### config.mk
export PLATFORM = sky130hd
export DESIGN_NAME = sorted_array_insert_delete_flat
export DESIGN_NICKNAME = d
export VERILOG_FILES = /design/src/rtl/sai_pkg.sv /design/src/rtl/sai_req_if.sv /design/src/rtl/sai_rsp_if.sv /design/src/rtl/sorted_array_insert_delete.sv /design/src/flat_wrapper.sv
export VERILOG_INCLUDE_DIRS = /design/src /design/src/rtl
export SDC_FILE = /design/constraint.sdc
export NUM_CORES = 2
export LEC_CHECK = 0
export BUFFER_PORTS_ARGS = -buffer_cell sky130_fd_sc_hd__buf_2
export CAP_MARGIN = 20
export CORE_ASPECT_RATIO = 2
export CORE_MARGIN = 1.5
export CORE_UTILIZATION = 40
export CTS_BUF_LIST = sky130_fd_sc_hd__clkbuf_4
export DETAILED_ROUTE_END_ITERATION = 12
export GPL_TIMING_DRIVEN = 0
export SETUP_SLACK_MARGIN = 0.15
export SKIP_LAST_GASP = 1
export SYNTH_ARGS = -nofsm -noshare
export SYNTH_HDL_FRONTEND = slang
export SYNTH_SLANG_ARGS = --single-unit
### constraint.sdc
create_clock -name clock -period 7 [get_ports clock]
set_clock_uncertainty 0.05 [all_clocks]
set_input_delay 2.1 -clock clock [delete_from_list [all_inputs] [get_ports clock]]
set_output_delay 2.1 -clock clock [all_outputs]
set_load 0.02 [all_outputs]
### src/rtl/sorted_array_insert_delete_defines.svh
// Assertion helpers for the sorted table block.
`ifndef SORTED_ARRAY_INSERT_DELETE_DEFINES_SVH
`define SORTED_ARRAY_INSERT_DELETE_DEFINES_SVH

// Same-cycle implication, disabled during reset.
`define SAI_ASSERT_NOW(label, clk, rst, ante, cons, msg) \
   label: assert property (@(posedge clk) disable iff (rst) (ante) |-> (cons)) else $error(msg);

// Next-cycle implication, disabled during reset.
`define SAI_ASSERT_NEXT(label, clk, rst, ante, cons, msg) \
   label: assert property (@(posedge clk) disable iff (rst) (ante) |=> (cons)) else $error(msg);

`endif

### src/rtl/sai_pkg.sv
package sai_pkg;

   localparam int FUNC_W   = 2;
   localparam int KEY_W    = 32;
   localparam int RIDX_W   = 6;
   localparam int STATUS_W = 2;
   localparam int POS_W    = 6;
   localparam int COUNT_W  = 7;

   localparam logic [FUNC_W-1:0] FUNC_INSERT = 2'd0;
   localparam logic [FUNC_W-1:0] FUNC_DELETE = 2'd1;
   localparam logic [FUNC_W-1:0] FUNC_READ   = 2'd2;

   localparam logic [STATUS_W-1:0] STATUS_DONE      = 2'd0;
   localparam logic [STATUS_W-1:0] STATUS_NOT_FOUND = 2'd1;
   localparam logic [STATUS_W-1:0] STATUS_FULL      = 2'd2;
   localparam logic [STATUS_W-1:0] STATUS_BAD_INDEX = 2'd3;

   typedef enum logic [2:0] {
      ST_IDLE,
      ST_INS,
      ST_DEL,
      ST_READ,
      ST_OUT
   } state_type;

endpackage

### src/rtl/sai_req_if.sv
interface sai_req_if;
   logic                         valid;
   logic                         ready;
   logic [sai_pkg::FUNC_W-1:0]   func;
   logic signed [sai_pkg::KEY_W-1:0] key_value;
   logic [sai_pkg::RIDX_W-1:0]   read_index;

   modport source (output valid, func, key_value, read_index, input ready);
   modport sink   (input valid, func, key_value, read_index, output ready);
endinterface

### src/rtl/sai_rsp_if.sv
interface sai_rsp_if;
   logic                           valid;
   logic                           ready;
   logic [sai_pkg::STATUS_W-1:0]   status;
   logic [sai_pkg::POS_W-1:0]      position;
   logic signed [sai_pkg::KEY_W-1:0] read_value;
   logic [sai_pkg::COUNT_W-1:0]    entry_count;

   modport source (output valid, status, position, read_value, entry_count, input ready);
   modport sink   (input valid, status, position, read_value, entry_count, output ready);
endinterface

### src/rtl/sorted_array_insert_delete.sv
// Sorted table of signed 32-bit values, kept in ascending order, with an entry count.
// req_chan carries one transaction per operation: func (insert, delete first match,
// read at read_index), key_value and read_index. rsp_chan returns exactly one
// transaction per request: status, position, read_value and the new entry_count.
// The table sits in a single-port-write, single-port-read RAM with registered read
// data; a small sequencer walks it one entry per cycle: insert walks down from the
// top entry to the insert position, delete scans the whole table, and read and any
// refused or unused operation skip the walk.
// A new request is taken only once the previous one has been handed to the
// response register. That register lets the next request start while a response
// still waits; a stalled rsp_chan holds the response, and the following one waits
// in the sequencer until the register frees up.
// Reset (synchronous, active high) empties the table by clearing the count; the
// RAM contents are not cleared, no clearing pass is needed.
`include "sorted_array_insert_delete_defines.svh"

module sorted_array_insert_delete #(
   parameter int CAPACITY = 64
) (
   input logic       clock,
   input logic       reset,
   sai_req_if.sink   req_chan,
   sai_rsp_if.source rsp_chan
);
   import sai_pkg::*;

   localparam int AW = (CAPACITY > 1) ? $clog2(CAPACITY) : 1;
   localparam int CW = $clog2(CAPACITY + 1);
   localparam int CMP_W = (CW > RIDX_W) ? CW : RIDX_W;

   // table RAM
   logic [KEY_W-1:0] table_ff [CAPACITY];
   logic [KEY_W-1:0] mem_rd_ff;
   logic             mem_we;
   logic [AW-1:0]    mem_wa;
   logic [AW-1:0]    mem_ra;
   logic [KEY_W-1:0] mem_wd;

   state_type        state_ff, state_in;
   logic [CW-1:0]    count_ff, count_in;
   logic [CW-1:0]    idx_ff, idx_in;     // scan pointer
   logic [AW-1:0]    at_ff, at_in;       // delete hit index
   logic             found_ff, found_in;
   logic [KEY_W-1:0] key_ff, key_in;

   // pending result, waiting for the response register
   logic [STATUS_W-1:0] res_status_ff, res_status_in;
   logic [AW-1:0]       res_pos_ff, res_pos_in;
   logic [KEY_W-1:0]    res_rval_ff, res_rval_in;

   // response register
   logic                rsp_valid_ff, rsp_valid_in;
   logic [STATUS_W-1:0] rsp_status_ff, rsp_status_in;
   logic [POS_W-1:0]    rsp_pos_ff, rsp_pos_in;
   logic [KEY_W-1:0]    rsp_rval_ff, rsp_rval_in;
   logic [COUNT_W-1:0]  rsp_count_ff, rsp_count_in;

   logic req_take;
   logic hit;

   assign req_chan.ready = (state_ff == ST_IDLE);
   assign req_take = req_chan.valid && req_chan.ready;

   always_ff @(posedge clock) begin
      if (mem_we) begin
         table_ff[mem_wa] <= mem_wd;
      end
      mem_rd_ff <= table_ff[mem_ra];
   end

   always_ff @(posedge clock) begin
      if (reset) begin
         state_ff     <= ST_IDLE;
         count_ff     <= '0;
         rsp_valid_ff <= 1'b0;
      end else begin
         state_ff     <= state_in;
         count_ff     <= count_in;
         rsp_valid_ff <= rsp_valid_in;
      end
   end

   always_ff @(posedge clock) begin
      idx_ff        <= idx_in;
      at_ff         <= at_in;
      found_ff      <= found_in;
      key_ff        <= key_in;
      res_status_ff <= res_status_in;
      res_pos_ff    <= res_pos_in;
      res_rval_ff   <= res_rval_in;
      rsp_status_ff <= rsp_status_in;
      rsp_pos_ff    <= rsp_pos_in;
      rsp_rval_ff   <= rsp_rval_in;
      rsp_count_ff  <= rsp_count_in;
   end

   always_comb begin
      state_in      = state_ff;
      count_in      = count_ff;
      idx_in        = idx_ff;
      at_in         = at_ff;
      found_in      = found_ff;
      key_in        = key_ff;
      res_status_in = res_status_ff;
      res_pos_in    = res_pos_ff;
      res_rval_in   = res_rval_ff;
      rsp_valid_in  = rsp_valid_ff;
      rsp_status_in = rsp_status_ff;
      rsp_pos_in    = rsp_pos_ff;
      rsp_rval_in   = rsp_rval_ff;
      rsp_count_in  = rsp_count_ff;
      mem_we        = 1'b0;
      mem_wa        = AW'(idx_ff);
      mem_wd        = mem_rd_ff;
      mem_ra        = '0;
      hit           = 1'b0;

      if (rsp_chan.valid && rsp_chan.ready) begin
         rsp_valid_in = 1'b0;
      end

      unique case (state_ff)
         ST_IDLE: begin
            if (req_take) begin
               key_in        = req_chan.key_value;
               idx_in        = '0;
               found_in      = 1'b0;
               res_status_in = STATUS_DONE;
               res_pos_in    = '0;
               res_rval_in   = '0;
               state_in      = ST_OUT;
               case (req_chan.func)
                  FUNC_INSERT: begin
                     if (count_ff == CW'(CAPACITY)) begin
                        res_status_in = STATUS_FULL;
                     end else begin
                        // walk down from the top entry
                        idx_in   = count_ff;
                        mem_ra   = AW'(count_ff - 1'b1);
                        state_in = ST_INS;
                     end
                  end
                  FUNC_DELETE: begin
                     if (count_ff == '0) begin
                        res_status_in = STATUS_NOT_FOUND;
                     end else begin
                        mem_ra   = '0;
                        state_in = ST_DEL;
                     end
                  end
                  FUNC_READ: begin
                     if (CMP_W'(req_chan.read_index) < CMP_W'(count_ff)) begin
                        mem_ra     = AW'(req_chan.read_index);
                        res_pos_in = AW'(req_chan.read_index);
                        state_in   = ST_READ;
                     end else begin
                        res_status_in = STATUS_BAD_INDEX;
                     end
                  end
                  default: begin
                  end
               endcase
            end
         end

         ST_INS: begin
            // mem_rd_ff holds entry idx-1; it either moves up to idx or key lands at idx
            mem_we = 1'b1;
            mem_ra = AW'(idx_ff - 2'd2);
            if (idx_ff == '0 || $signed(mem_rd_ff) < $signed(key_ff)) begin
               mem_wd     = key_ff;
               res_pos_in = AW'(idx_ff);
               count_in   = CW'(count_ff + 1'b1);
               state_in   = ST_OUT;
            end else begin
               idx_in = CW'(idx_ff - 1'b1);
            end
         end

         ST_DEL: begin
            // mem_rd_ff holds entry idx; after a hit every later entry moves down
            mem_ra = AW'(idx_ff + 1'b1);
            mem_wa = AW'(idx_ff - 1'b1);
            mem_we = found_ff;
            hit    = !found_ff && (mem_rd_ff == key_ff);
            if (hit) begin
               found_in = 1'b1;
               at_in    = AW'(idx_ff);
            end
            if (CW'(idx_ff + 1'b1) == count_ff) begin
               state_in = ST_OUT;
               if (found_ff || hit) begin
                  count_in   = CW'(count_ff - 1'b1);
                  res_pos_in = found_ff ? at_ff : AW'(idx_ff);
               end else begin
                  res_status_in = STATUS_NOT_FOUND;
               end
            end else begin
               idx_in = CW'(idx_ff + 1'b1);
            end
         end

         ST_READ: begin
            res_rval_in = mem_rd_ff;
            state_in    = ST_OUT;
         end

         ST_OUT: begin
            if (!rsp_valid_ff || rsp_chan.ready) begin
               rsp_valid_in  = 1'b1;
               rsp_status_in = res_status_ff;
               rsp_pos_in    = POS_W'(res_pos_ff);
               rsp_rval_in   = res_rval_ff;
               rsp_count_in  = COUNT_W'(count_ff);
               state_in      = ST_IDLE;
            end
         end

         default: begin
            state_in = ST_IDLE;
         end
      endcase
   end

   assign rsp_chan.valid       = rsp_valid_ff;
   assign rsp_chan.status      = rsp_status_ff;
   assign rsp_chan.position    = rsp_pos_ff;
   assign rsp_chan.read_value  = rsp_rval_ff;
   assign rsp_chan.entry_count = rsp_count_ff;

   // count never passes the table size
   `SAI_ASSERT_NOW(a_count_bound, clock, reset, 1'b1, count_ff <= CW'(CAPACITY), "entry count above capacity")

   // the RAM is written only while a shift is in progress
   `SAI_ASSERT_NOW(a_write_in_shift, clock, reset, mem_we, (state_ff == ST_INS) || (state_ff == ST_DEL), "table write outside insert or delete")

   // insert into a full table goes straight to the response with a full flag
   `SAI_ASSERT_NEXT(a_full_refused, clock, reset, req_take && (req_chan.func == FUNC_INSERT) && (count_ff == CW'(CAPACITY)), (state_ff == ST_OUT) && (res_status_ff == STATUS_FULL) && $stable(count_ff), "full insert not refused")

endmodule
### src/flat_wrapper.sv
// flat-port wrapper written by rule: the top's interface ports become plain ports
module sorted_array_insert_delete_flat import sai_pkg::*;
#(
   parameter int CAPACITY = 64
)
  (clock, reset, req_chan_valid, req_chan_func, req_chan_key_value, req_chan_read_index, req_chan_ready, rsp_chan_valid, rsp_chan_status, rsp_chan_position, rsp_chan_read_value, rsp_chan_entry_count, rsp_chan_ready);
  sai_req_if req_chan_i ();
  sai_rsp_if rsp_chan_i ();
  input logic clock;
  input logic reset;
  input wire logic [$bits(req_chan_i.valid)-1:0] req_chan_valid;
  input wire logic [$bits(req_chan_i.func)-1:0] req_chan_func;
  input wire logic [$bits(req_chan_i.key_value)-1:0] req_chan_key_value;
  input wire logic [$bits(req_chan_i.read_index)-1:0] req_chan_read_index;
  output wire logic [$bits(req_chan_i.ready)-1:0] req_chan_ready;
  output wire logic [$bits(rsp_chan_i.valid)-1:0] rsp_chan_valid;
  output wire logic [$bits(rsp_chan_i.status)-1:0] rsp_chan_status;
  output wire logic [$bits(rsp_chan_i.position)-1:0] rsp_chan_position;
  output wire logic [$bits(rsp_chan_i.read_value)-1:0] rsp_chan_read_value;
  output wire logic [$bits(rsp_chan_i.entry_count)-1:0] rsp_chan_entry_count;
  input wire logic [$bits(rsp_chan_i.ready)-1:0] rsp_chan_ready;
  assign req_chan_i.valid = req_chan_valid;
  assign req_chan_i.func = req_chan_func;
  assign req_chan_i.key_value = req_chan_key_value;
  assign req_chan_i.read_index = req_chan_read_index;
  assign req_chan_ready = req_chan_i.ready;
  assign rsp_chan_valid = rsp_chan_i.valid;
  assign rsp_chan_status = rsp_chan_i.status;
  assign rsp_chan_position = rsp_chan_i.position;
  assign rsp_chan_read_value = rsp_chan_i.read_value;
  assign rsp_chan_entry_count = rsp_chan_i.entry_count;
  assign rsp_chan_i.ready = rsp_chan_ready;
  sorted_array_insert_delete #(.CAPACITY(CAPACITY)) u_core (.clock(clock), .reset(reset), .req_chan(req_chan_i), .rsp_chan(rsp_chan_i));
endmodule
; ---- Word-level counts from Yosys, hierarchy flattened
; Memories as Yosys holds them, arrays and structs flattened. A register that Yosys moved wholly into a read port is not among the register bits.
; Cells that the tools add are included.
[op_classes]
reduce_logical = 26
magnitude_cmp = 2
add_sub_neg = 5
eq_ne = 18
n_mux = 53
[ops]
columns = cell, count
row1 = 32-bit 2-to-1 mux, 3
row2 = 32-bit case mux with 2 select lines, 1
row3 = 6-bit 2-to-1 mux, 10
row4 = 7-bit 2-to-1 mux, 8
row5 = 6-bit case mux with 3 select lines, 2
row6 = 32-bit == test, 1
row7 = 32-bit < comparator, 1
row8 = 3-bit 2-to-1 mux, 7
row9 = 7-bit case mux with 3 select lines, 1
row10 = 4-bit AND reduction, 4
row11 = 3-bit case mux with 5 select lines, 1
row12 = 7-bit by 1-bit adder with 7-bit output (second input constant), 2
row13 = 7-bit zero test, 2
row14 = 7-bit case mux with 2 select lines, 1
row15 = 7-bit by 1-bit subtractor with 7-bit output (second input constant), 2
row16 = 6-bit case mux with 2 select lines, 1
row17 = 2-bit 2-to-1 mux, 5
row18 = 2-bit by 1-bit != test with 1-bit output (second input constant), 5
row19 = 3-bit case mux with 3 select lines, 1
row20 = 1-bit 2-to-1 mux, 8
row21 = 2-bit != test (second input constant), 4
row22 = 2-bit AND reduction, 4
row23 = 7-bit == test, 1
row24 = 7-bit == test (second input constant), 1
row25 = 19 further kinds, 28
[totals]
ramBits = 2048
reg_bits = 144
memories = 1
output_inout_bits = 49
wordCells = 119
[mem_list]
columns = memory, depth, width, rd, rd_ports_with_merged_regs, write_ports, line_no
row1 = u_core.table_ff, 64, 32, 1, 1, 1, sorted_array_insert_delete.sv:32  ; logic [KEY_W-1:0] table_ff [CAPACITY];

; ---- Depth between registers and ports, before layout
[depth]
ltp_word = 6
ltp_mapped = 19

; ---- Least setup slack after synthesis
; No wires, ideal clock.
[synth_path]
path_kind = register to register
from = reg u_core.key_ff[31]
to = mem u_core.table_ff[0][0] (data pin)
t_arrival_ps = 4629
required_time_ps = 6248
stages_incl_launch_ff = 12
slack_ps = 1620
period_less_slack_ps = 5380
n_path_buf = 2
path_cell_list = edfxtp_1 > inv_1 > ha_1 > nand4_1 > nor4_1 > nand2_1 > a221o_1 > nand3_1 > a31oi_1 > clkbuf_1 > clkbuf_1 > o21ai_0
[synth_via]
elab_chain_len = 4
[synth_rtl]
columns = element, line_no
row1 = start: declaration, sorted_array_insert_delete.sv:44  ; logic [KEY_W-1:0] key_ff, key_in;
row2 = start signal: assignment, sorted_array_insert_delete.sv:87  ; key_ff <= key_in;
row3 = 32-bit < comparator, sorted_array_insert_delete.sv:170  ; if (idx_ff == '0 || $signed(mem_rd_ff) < $signed(key_ff)) begin
row4 = 1-bit logical OR, sorted_array_insert_delete.sv:170
row5 = 32-bit 2-to-1 mux, sorted_array_insert_delete.sv:170
row6 = 32-bit 2-to-1 mux, sorted_array_insert_delete.sv:122  ; unique case (state_ff)
row7 = via u_core.mem_wd[0], sorted_array_insert_delete.sv:37  ; logic [KEY_W-1:0] mem_wd;
row8 = end: declaration, sorted_array_insert_delete.sv:32
; The timed path passes the listed nets, and every way through them passes these cells.

; ---- Worst setup path in the final report
[layout_path]
from = reg u_core.state_ff[2]
to = reg u_core.mem_rd_ff[30], read port of u_core.table_ff
[layout_via]
elab_chain_len = 4
elab_cells_between_ends = 6
cone_classes = eq/ne (2) / mux (2) / reduce/logical (2)
[layout_rtl]
columns = element, line_no
row1 = start: declaration, sorted_array_insert_delete.sv:39  ; state_type state_ff, state_in;
row2 = start signal: assignment, sorted_array_insert_delete.sv:77  ; state_ff <= state_in;
row3 = 3-bit zero test, "sorted_array_insert_delete.sv:61, sorted_array_insert_delete.sv:122"
row4 = 1-bit logical AND, sorted_array_insert_delete.sv:62  ; assign req_take = req_chan.valid && req_chan.ready;
row5 = 6-bit 2-to-1 mux, sorted_array_insert_delete.sv:124  ; if (req_take) begin
row6 = 6-bit case mux with 3 select lines (*), sorted_array_insert_delete.sv:122
row7 = end: declaration, sorted_array_insert_delete.sv:33  ; logic [KEY_W-1:0] mem_rd_ff;
; Every way passes the cells marked *; elsewhere a longest branch is shown, timed or not.
; A chain may end at the register's enable or synchronous reset.

==> impl_metrics.env <==
export IMPL_crit_path_top_delay_cell="a311oi_1"
export IMPL_setup_viol=0
export IMPL_synth_top_area_share_pct=73.3
export IMPL_die_h_um=671
export IMPL_pre_cts_ws_ns=-0.540
export IMPL_instances_no_fill=9681
export IMPL_yosys_most_used_dff="edfxtp_1"
export IMPL_cp_start_kind="flop"
export IMPL_antenna_left=0
export IMPL_area_growth_pct=14.5
export IMPL_fin_crit_ns=6.50
export IMPL_cts_sinks=2224
export IMPL_drv_cap=0
export IMPL_viasPerCell=5.74
export IMPL_post_cts_buffers=0
export IMPL_crit_fanout=11
export IMPL_report_final_slew_viol_count=0
export IMPL_ir_drop_uv=244
export IMPL_syn_inst=5660
export IMPL_yosysTopAreaCell="edfxtp_1"
export IMPL_path_cells="buf_6 -> or3b_1 -> buf_2 -> clkinv_1 -> clkbuf_1 -> buf_1 -> ha_1 -> a21oi_1 -> o31a_4 -> o31a_1 -> buf_6 -> nor2_8 -> buf_4 -> buf_2 -> nand3_1 -> and3_1 -> a311oi_1 -> o32ai_1"
export IMPL_drtIter0Drc=4901
export IMPL_cts_buffer_depth=4
export IMPL_powerDensity_nw_per_um2=406
export IMPL_ys_warn_count=0
export IMPL_cts_resized=0
export IMPL_final_common_cell="edfxtp_1"
export IMPL_synthArstFlopShare_pct=0
export IMPL_num_io_pins=93
export IMPL_dp_hpwl_um=225000
export IMPL_slew_headroom_pct=15.9
export IMPL_synth_cell_types=99
export IMPL_fin_nets=6410
export IMPL_antenna_found_initial=33
export IMPL_end_kind="flop"
export IMPL_drc_errors=0
export IMPL_cts_htree_levels=5
export IMPL_rsz0062_at_grt="false"
export IMPL_dp_cells=8817
export IMPL_place_port_buffers=90
export IMPL_die_x_um=337
export IMPL_hold_class="reg2reg"
export IMPL_drt_wl_total_um=309000
export IMPL_grt_max_degree=65
export IMPL_grt_ovfl_total=0
export IMPL_synth_edff_count=2181
export IMPL_vias=55600
export IMPL_grt_pass1_vias=56900
export IMPL_root_buffer="clkbuf_4"
export IMPL_path_delay_family="buffers and inverters"
export IMPL_row_count=245
export IMPL_holdWs_ns=0.300
export IMPL_fmax_mhz=154
export IMPL_fp_coreArea_um2=222000
export IMPL_hold_buffers=0
export IMPL_cts_made_buffers=463
export IMPL_arrival_ns=7.37
export IMPL_detail_route_wl_per_cell_um=31.9
export IMPL_p_leak_uw=0.0340
export IMPL_tightest_slew_ns=1.26
export IMPL_clk_pin_slew_worst_paths_ns=0.08
export IMPL_path_class="reg2reg"
export IMPL_outcome="finished clean"
export IMPL_die_area_um2=226000
export IMPL_post_route_period_util_pct=92.8
export IMPL_yosys_top_cells_area="edfxtp_1 73%, mux2i_1 4.9%, o221ai_1 2.5%"
export IMPL_final_cell_mix="2181 x edfxtp_1, 645 x clkbuf_4, 464 x nand2_1"
export IMPL_insertion_delay_ns=1.27
export IMPL_grt_pass1_wl_um=422000
export IMPL_grt_usage_pct=26.9
export IMPL_layout_setup_ws_ns=0.501
export IMPL_syn_avg_cell_area_um2=15.8
export IMPL_firstDrtPassIters=6
export IMPL_required_ns=7.87
export IMPL_initial_core_util_pct=40.2
export IMPL_syn_nets=5750
export IMPL_gp_congestion=1.10
export IMPL_worst_path_buf_inv=8
export IMPL_slowest_delay_ns=0.75
export IMPL_layout_drive_gt1_share_pct=19.3
export IMPL_syn_area_um2=89300
export IMPL_finalHoldViolCount=0
export IMPL_yosysSeqAreaShare_pct=74.3
export IMPL_cts_tree="yes"
export IMPL_synth_seq_cells=2224
export IMPL_num_fill_cells=19400
-- registers in the layout, indices dropped and copies added (netlist names) --
signal                       flops
u_core.count_ff                  7
u_core.res_status_ff             2
u_core.found_ff                  1
u_core.idx_ff                    7
u_core.rsp_chan.entry_count      7
u_core.key_ff                   32
u_core.rsp_chan.read_value      32
u_core.res_pos_ff                6
u_core.mem_rd_ff                32
u_core.state_ff                  3
u_core.rsp_chan.status           2
u_core.table_ff               2048
u_core.res_rval_ff              32
u_core.at_ff                     6
u_core.rsp_chan.valid            1
u_core.rsp_chan.position         6
-- final cells by class --
type	instances	area (um2)	share of cell area (%)
well taps	2964	3710	3.63
plain buffers	419	2010	1.97
repair buffers	195	2670	2.61
inverters	58	223	0.218
diodes	41	103	0.100
multi-input cells	2959	21300	20.8
flip-flops and latches	2224	66400	64.9
clock inverters	176	1020	0.996
clock buffers	645	4840	4.74
-- cells in the mapped netlist, types with 11 or more instances --
cell type / number
edfxtp_1: 2181
nand2_1: 464
mux2i_1: 437
o221ai_1: 255
nand3_1: 213
nor2_1: 204
o211ai_1: 197
buf_2: 181
clkbuf_1: 174
nand2b_1: 119
o21ai_0: 87
and3_1: 72
or3_1: 72
a21oi_1: 65
a22o_1: 60
nor3_1: 57
inv_1: 55
ha_1: 46
dfxtp_1: 43
a211oi_1: 39
a21o_1: 39
a31oi_1: 38
o22ai_1: 37
mux2_2: 34
a311oi_1: 33
and2_1: 33
a311o_1: 28
a32o_1: 28
a41oi_1: 28
buf_4: 28
o2111a_1: 28
a31o_2: 26
o311ai_1: 23
buf_1: 22
xnor2_1: 17
buf_6: 14
nand4_1: 11
-- stage by stage --
stage          setup TNS, ns  total power [uW]  util (%)  cell area [um2]
2_1_floorplan              0             23900         -            89300
3_3_place_gp         -211.57             31000      42.1            93500
3_5_place_dp           -7.65             31800      43.3            96200
4_1_cts                    0             41400      45.9           102000
5_1_grt                    0             42400      46.0           102000
6_report                   0             41600      46.0           102000
-- power breakdown --
group | internal [uW] | switching (uW)
logic | 3390 | 11200
clock network | 4700 | 5010
registers | 17100 | 190
total | 25200 | 16400
-- per-layer routing --
layer  vias up  global-route usage, %  routed length [um]
met3       762                   4.82               17600
met1     28100                   24.6               94000
li1      24200                      -                   -
met4        14                   24.8               32300
met2      2517                   49.3              165000
met5         -                      0                  95
-- cells by family after synthesis --
| family | Yosys count | synth area share [%] |
|---|---|---|
| xor gates and xnor gates | 20 | 0.196 |
| adders and majority gates | 46 | 0.644 |
| and+or+nand+nor | 1299 | 6.99 |
| DFF | 2224 | 74.3 |
| buffers and inverters | 477 | 2.50 |
| muxes | 471 | 5.33 |
| AOI/OAI and AO/OA | 1123 | 10.0 |
-- final timing paths --
| check | start | end | slack, ns | cells past startpoint |
|---|---|---|---|---|
| min reg2reg | u_core.res_rval_ff[0] | u_core.rsp_chan.read_value[0] | 0.30 | 0 |
| max reg2reg | u_core.state_ff[2] | u_core.mem_rd_ff[30] | 0.50 | 18 |
| min | u_core.res_rval_ff[0] | u_core.rsp_chan.read_value[0] | 0.30 | 0 |
| max | u_core.state_ff[2] | u_core.mem_rd_ff[30] | 0.50 | 18 |
-- worst register-to-register path, delay by kind of cell (launching register included) --
family                   cells  cell delay, ns
buffers and inverters        8            2.63
adder cells (fa/ha/maj)      1            0.29
flip-flops                   1            0.31
AO/OA/AOI/OAI                5            1.75
AND/OR/NAND/NOR              4            1.14
Power figures use the tool's default switching activity.
